## src/rtl/lrgd_pkg.sv

```systemverilog
// Shared types, codes and helpers for the linear regression trainer.
// Used by lrgd_div and linear_regression_gradient_descent.
`default_nettype none
package lrgd_pkg;

    localparam int unsigned DATA_W   = 32;
    localparam int unsigned ACC_W    = 64;
    localparam int unsigned LR_W     = 17;
    localparam int unsigned EPOCH_W  = 16;
    localparam int unsigned IDX_W    = 3;   // feature/gradient index, 0..4
    localparam int unsigned BIAS_IDX = 4;   // accumulator slot of the bias
    localparam int unsigned NUM_ACC  = 5;
    localparam int unsigned NUM_W    = 4;
    localparam int unsigned CFG_IDX_W = 2;

    typedef enum logic [1:0] {
        ACT_LOAD  = 2'd0,
        ACT_TRAIN = 2'd1,
        ACT_CLEAR = 2'd2
    } t_action;

    localparam logic [1:0] STAT_OK    = 2'd0;
    localparam logic [1:0] STAT_FULL  = 2'd1;
    localparam logic [1:0] STAT_EMPTY = 2'd2;

    localparam logic [CFG_IDX_W-1:0] CFG_LEARNING_RATE = 2'd0;
    localparam logic [CFG_IDX_W-1:0] CFG_EPOCH_COUNT   = 2'd1;

    typedef enum logic [3:0] {
        ST_IDLE,
        ST_EPOCH,
        ST_RD,
        ST_PRED,
        ST_ERR,
        ST_GRAD,
        ST_DIV_GO,
        ST_DIV_WAIT,
        ST_STEP_MUL,
        ST_STEP_UPD
    } t_state;

    function automatic logic signed [DATA_W-1:0] sat32(input logic signed [ACC_W-1:0] v);
        logic signed [ACC_W-1:0] hi;
        logic signed [ACC_W-1:0] lo;
        begin
            hi = ACC_W'(64'sh0000_0000_7FFF_FFFF);
            lo = -ACC_W'(64'sh0000_0000_8000_0000);
            if (v > hi) begin
                sat32 = 32'sh7FFF_FFFF;
            end else if (v < lo) begin
                sat32 = 32'sh8000_0000;
            end else begin
                sat32 = v[DATA_W-1:0];
            end
        end
    endfunction

endpackage
`default_nettype wire

```

## src/rtl/lrgd_div.sv

```systemverilog
// Bit-serial divider: grad = sat32(-dividend / divisor), truncating toward zero.
// One quotient bit per cycle. Depends on lrgd_pkg.
`default_nettype none
module lrgd_div #(
    parameter int unsigned DIV_W = 9
) (
    input  wire logic                        i_clk,
    input  wire logic                        i_rst_n,
    input  wire logic                        i_start,
    input  wire logic signed [lrgd_pkg::ACC_W-1:0] i_dividend,
    input  wire logic [DIV_W-1:0]            i_divisor,
    output logic                             o_done,
    output logic signed [lrgd_pkg::DATA_W-1:0] o_grad
);
    localparam int unsigned AW = lrgd_pkg::ACC_W;
    localparam int unsigned CW = $clog2(AW);

    logic             r_busy;
    logic             r_fin;
    logic [CW-1:0]    r_cnt;
    logic [AW-1:0]    r_num;
    logic [AW-1:0]    r_q;
    logic [DIV_W-1:0] r_rem;
    logic [DIV_W-1:0] r_d;
    logic             r_neg;

    logic [DIV_W:0]   sh;
    logic             qbit;
    logic [DIV_W:0]   diff;

    always_comb begin
        sh   = {r_rem, r_num[AW-1]};
        diff = sh - {1'b0, r_d};
        qbit = (sh >= {1'b0, r_d});
    end

    always_ff @(posedge i_clk) begin
        if (!i_rst_n) begin
            r_busy <= 1'b0;
            r_fin  <= 1'b0;
            o_done <= 1'b0;
        end else begin
            o_done <= 1'b0;
            r_fin  <= 1'b0;
            if (i_start) begin
                r_busy <= 1'b1;
                r_cnt  <= '0;
                r_rem  <= '0;
                r_q    <= '0;
                r_d    <= i_divisor;
                r_neg  <= i_dividend[AW-1];
                r_num  <= i_dividend[AW-1] ? (AW'(0) - i_dividend) : i_dividend;
            end else if (r_busy) begin
                r_rem <= qbit ? diff[DIV_W-1:0] : sh[DIV_W-1:0];
                r_q   <= {r_q[AW-2:0], qbit};
                r_num <= {r_num[AW-2:0], 1'b0};
                r_cnt <= r_cnt + 1'b1;
                if (r_cnt == CW'(AW - 1)) begin
                    r_busy <= 1'b0;
                    r_fin  <= 1'b1;
                end
            end else if (r_fin) begin
                o_done <= 1'b1;
                // negative sum gives a positive gradient
                if (r_neg) begin
                    o_grad <= (r_q > AW'(64'h7FFF_FFFF)) ? 32'sh7FFF_FFFF : r_q[31:0];
                end else begin
                    o_grad <= (r_q > AW'(64'h8000_0000)) ? 32'sh8000_0000
                                                         : (32'd0 - r_q[31:0]);
                end
            end
        end
    end
endmodule
`default_nettype wire

```

## config.mk

```make
export PLATFORM = sky130hd
export DESIGN_NAME = lrgd_div
export DESIGN_NICKNAME = d
export VERILOG_FILES = /design/src/rtl/lrgd_pkg.sv /design/src/rtl/lrgd_div.sv
export SDC_FILE = /design/constraint.sdc
export NUM_CORES = 1
export LEC_CHECK = 0
export ABC_CLOCK_PERIOD_IN_PS = 11000
export BUFFER_PORTS_ARGS = -buffer_cell sky130_fd_sc_hd__buf_4
export CAP_MARGIN = 20
export CORE_UTILIZATION = 60
export CTS_CLUSTER_SIZE = 25
export DETAILED_ROUTE_END_ITERATION = 16
export HOLD_SLACK_MARGIN = 0.02
export MAX_ROUTING_LAYER = met4
export PLACE_DENSITY_LB_ADDON = 0.25
export SLEW_MARGIN = 30
export SYNTH_ARGS = -nofsm -noshare
export SYNTH_HDL_FRONTEND = slang
export SYNTH_SLANG_ARGS = --single-unit
```

## constraint.sdc

```tcl
create_clock -name i_clk -period 11 [get_ports i_clk]
set_input_delay 1.1 -clock i_clk [delete_from_list [all_inputs] [get_ports i_clk]]
set_output_delay 1.1 -clock i_clk [all_outputs]
set_load 0.02 [all_outputs]
```

# Word level (Yosys, flattened, before mapping)
# Index checks and enable logic that the tools add are counted.
[word_totals] word_cells=42 register_bits=188
[op_classes] addsub=4 magnitude_cmp=3 reduce_logical=6 eq_ne=1 bitwise=3 muxes=15
[ops] operator="64-bit two-way mux" count=4
[ops] operator="32-bit two-way mux" count=3
[ops] operator="64-bit by 31-bit > comparator with 1-bit output, second input constant" count=1
[ops] operator="64-bit by 32-bit > comparator with 1-bit output, second input constant" count=1
[ops] operator="1-bit by 64-bit subtractor with 64-bit output, first input constant" count=1
[ops] operator="1-bit by 32-bit subtractor with 32-bit output, first input constant" count=1
[ops] operator="9-bit two-way mux" count=2
[ops] operator="10-bit by 9-bit >= comparator with 1-bit output" count=1
[ops] operator="9-bit subtractor" count=1
[ops] operator="6-bit by 1-bit adder with 6-bit output, second input constant" count=1
[ops] operator="6-bit equality test, second input constant" count=1
[ops] operator="6-bit two-way mux" count=1
[ops] operator="3-bit OR reduction" count=2
[ops] operator="1-bit two-way mux" count=5
[ops] operator="2-bit AND reduction" count=2
[ops] operator="4-bit AND reduction" count=1
[ops] operator="1-bit inverter" count=3
[ops] operator="2-bit nonzero test" count=1

# Longest topological paths before layout
[logic_depth] ltp_word=4 mapped_depth=10 mapped_depth_nobuf=9

# Worst setup path before layout
# No wires, ideal clock.
[synth_path] path_kind="input to register" from="input i_start" to="register r_cnt[0], enable pin" t_arrival_ns=4.628 cell_stages=2 n_path_buf=1 slack_ns=5.857 path_cell_list="clkbuf_1 -> o21a_1"
[synth_between] elab_chain_cells=2
[synth_lines] element="start, declared" line_no="lrgd_div.sv:9" text="input wire logic i_start,"
[synth_lines] element="2-bit nonzero test (no source line)"
[synth_lines] element="2-bit AND reduction (no source line)"
[synth_lines] element="end signal, assigned" line_no="lrgd_div.sv:57" text="r_cnt <= r_cnt + 1'b1;"
[synth_lines] element="end, declared" line_no="lrgd_div.sv:20" text="logic [CW-1:0] r_cnt;"
# Every way passes these cells.
# A chain may end at the register's enable or synchronous reset.

# Worst setup path after layout
[layout_path] from="input i_start" to="register r_num[20], enable pin"
[layout_between] elab_chain_cells=2
[layout_lines] element="2-bit nonzero test (no source line)"
[layout_lines] element="2-bit AND reduction (no source line)"
[layout_lines] element="end signal, assigned" line_no="lrgd_div.sv:52" text="r_num <= i_dividend[AW-1] ? (AW'(0) - i_dividend) : i_dividend;"
[layout_lines] element="end signal, assigned" line_no="lrgd_div.sv:56" text="r_num <= {r_num[AW-2:0], 1'b0};"
[layout_lines] element="end, declared" line_no="lrgd_div.sv:21" text="logic [AW-1:0] r_num;"
# Every way passes these cells.

==> flow_metrics.tcl <==
set metrics [dict create \
    yosys.cell_types.count 62 \
    drc_errors 0 \
    die_area_um2 17300 \
    power_leakage_uw 0.00411 \
    status "finished, final reports clean" \
    grt_pass1_wl_um 34000 \
    die_h_um 132 \
    criticalPathCategory "primary input to flop" \
    coreArea_um2 16500 \
    io_buffers 108 \
    synth_area_leaders "edfxtp_1 (55%), xor2_1 (5.4%), a21oi_1 (4.8%)" \
    cts_buffer_depth 2 \
    synth_edf_count 185 \
    maxCapViolCount 0 \
    finalHoldViolCount 0 \
    insertedDiodeCount 0 \
    worstMarginPinSlew_ns 0.772 \
    rsz0062_at_grt "no" \
    max_freq_mhz 280 \
    worstPathMaxFanout 111 \
    place_congestion 0.858 \
    antenna_found_initial 0 \
    clk_pin_slew_ns 0.07 \
    cts_buffers 17 \
    synthArstFlopShare_pct 0 \
    wl_um 20500 \
    setup_viol 0 \
    fin_setup_tns_ns 0 \
    ctsResizeCount 0 \
    period_needed_ns 3.57 \
    reg2regPathDepth 8 \
    drtAntennaViolNets 0 \
    drtIter0Drc 647 \
    startpoint_type "primary input" \
    yosysTopAreaCell "edfxtp_1" \
    final_nets 1093 \
    wl_per_cell_um 16.5 \
    start_util_pct 61.1 \
    htreeDepth 4 \
    cts_setup_buffers 0 \
    tritoncts "yes" \
    clock_skew_ns 0.0106 \
    report.final.slew_viol_count 0 \
    synth_top_area_share_pct 55.1 \
    vias 7398 \
    io_pins 109 \
    cts-root-buf "clkbuf_16" \
    gr-total-overflow 0 \
    synth_nets 1005 \
    synth_area_um2 10100 \
    arrival_ns 3.62 \
    synth.most_common_cell "edfxtp_1" \
    syn-instance-count 916 \
    end_kind "flop" \
    clkLatencyLatePin_ns 0.43 \
    ys_seq_area_share_pct 55.7 \
    relSlewSlack_pct 48.5 \
    grt_pass1_vias 7026 \
    area_growth_pct 15.1 \
    p_per_area_nw_per_um2 142 \
    row_count 47 \
    synthFlopType "edfxtp_1" \
    drive_gt1_share_pct 17.3 \
    dp_hpwl_um 13100 \
    yosysWarnings 0 \
    clkSinkCount 188 \
    vdd_ir_drop_max_uv 127 \
    dieWidth_um 132 \
    ys_seq_elements 188 \
    drtPass1Iterations 5 \
    syn_area_per_cell_um2 11.0 \
    routed_via_density 5.99 \
    hold_slack_ns 0.493 \
    synthTopCellsByCount "edfxtp_1 (185), nor2_1 (124), a21oi_1 (96)" \
    hp-class "flop to flop" \
    ctsHoldBuffers 0 \
    fin_crit_sh_pct 32.5 \
    min_path_cells 1 \
    grt_max_degree 112 \
    worstPathRequired_ns 11.05 \
    grtUsageTotal_pct 25.3 \
]
layout make-up:
| class | instances | area, um2 |
|---|---|---|
| Clock inverter | 12 | 114 |
| Inverter | 23 | 86.3 |
| Timing Repair Buffer | 115 | 878 |
| Fill cell | 1206 | 4910 |
| Clock buffer | 19 | 433 |
| Multi-Input combinational cell | 659 | 4210 |
| Sequential cell | 188 | 5620 |
| Tap cell | 220 | 275 |
cells in the final DEF (no fill, tap or decap), types with 4 or more instances in the layout:
cell / n
nand2_1: 32
ha_1: 12
or3_1: 15
or4_1: 18
xor2_1: 62
a21oi_1: 96
nand2b_1: 7
nor3_1: 19
buf_4: 112
clkinvlp_4: 4
nand4_1: 7
o31ai_1: 27
nor2b_1: 64
nand3_1: 11
edfxtp_1: 185
inv_1: 23
o21a_1: 4
clkbuf_16: 17
nor2_1: 123
a2111oi_2: 4
mux2i_1: 9
o41ai_1: 15
o21ai_0: 26
nor4_1: 24
nor3b_1: 7
or2_2: 4
nand3b_1: 8
xnor2_1: 9
path summary, 6_finish.rpt:
path,from,endpoint,slack [ns]
setup / recovery,i_start,r_num[20],7.43
hold reg to reg,r_fin,o_done,0.49
setup reg to reg,r_q[0],o_grad[30],7.78
hold / removal,r_fin,o_done,0.49
routing by layer:
layer / GRT usage [%] / wire length [um]
met2: 38.5 / 9840
met3: 3.74 / 907
met5: - / 0
met4: 9.69 / 408
met1: 34.4 / 9300
logic make-up after synthesis:
| family | count (synthesis) | synth area share [%] |
|---|---|---|
| AND/OR/NAND/NOR | 367 | 20.0 |
| flip-flops | 188 | 55.7 |
| buffers and inverters | 69 | 2.82 |
| AO/OA/AOI/OAI | 197 | 12.5 |
| XOR/XNOR | 71 | 6.16 |
| multiplexers | 11 | 1.12 |
| adder cells (fa/ha/maj) | 13 | 1.69 |
flip-flops by register name, indices dropped and copies added (netlist names):
signal  cells
r_num      64
r_q        64
o_grad     32
r_d         9
r_rem       9
r_cnt       6
o_done      1
r_busy      1
r_fin       1
r_neg       1
power by group:
part           switching [uW]  internal [uW]  total [uW]
Sequential               22.3            840         862
Clock                     268            313         580
Combinational             120           88.6         209
critical path: stages:
cell	delay, ns
buf_6	0.56
o21a_4	0.61
buf_4	0.58
buf_4	0.72
stage by stage:
stage          setup slack [ns]  total power, uW  instance area [um2]  cells  utilization, %
2_1_floorplan              5.86             1020                10100    916               -
3_3_place_gp               6.99             1080                11000   1204            66.9
3_5_place_dp               6.97             1080                11100   1204            66.9
4_1_cts                    7.43             1650                11600   1235            70.2
5_1_grt                    7.20             1710                11600   1236            70.3
6_report                   7.43             1650                11600   1236            70.3
(Power assumes the default switching activity.)
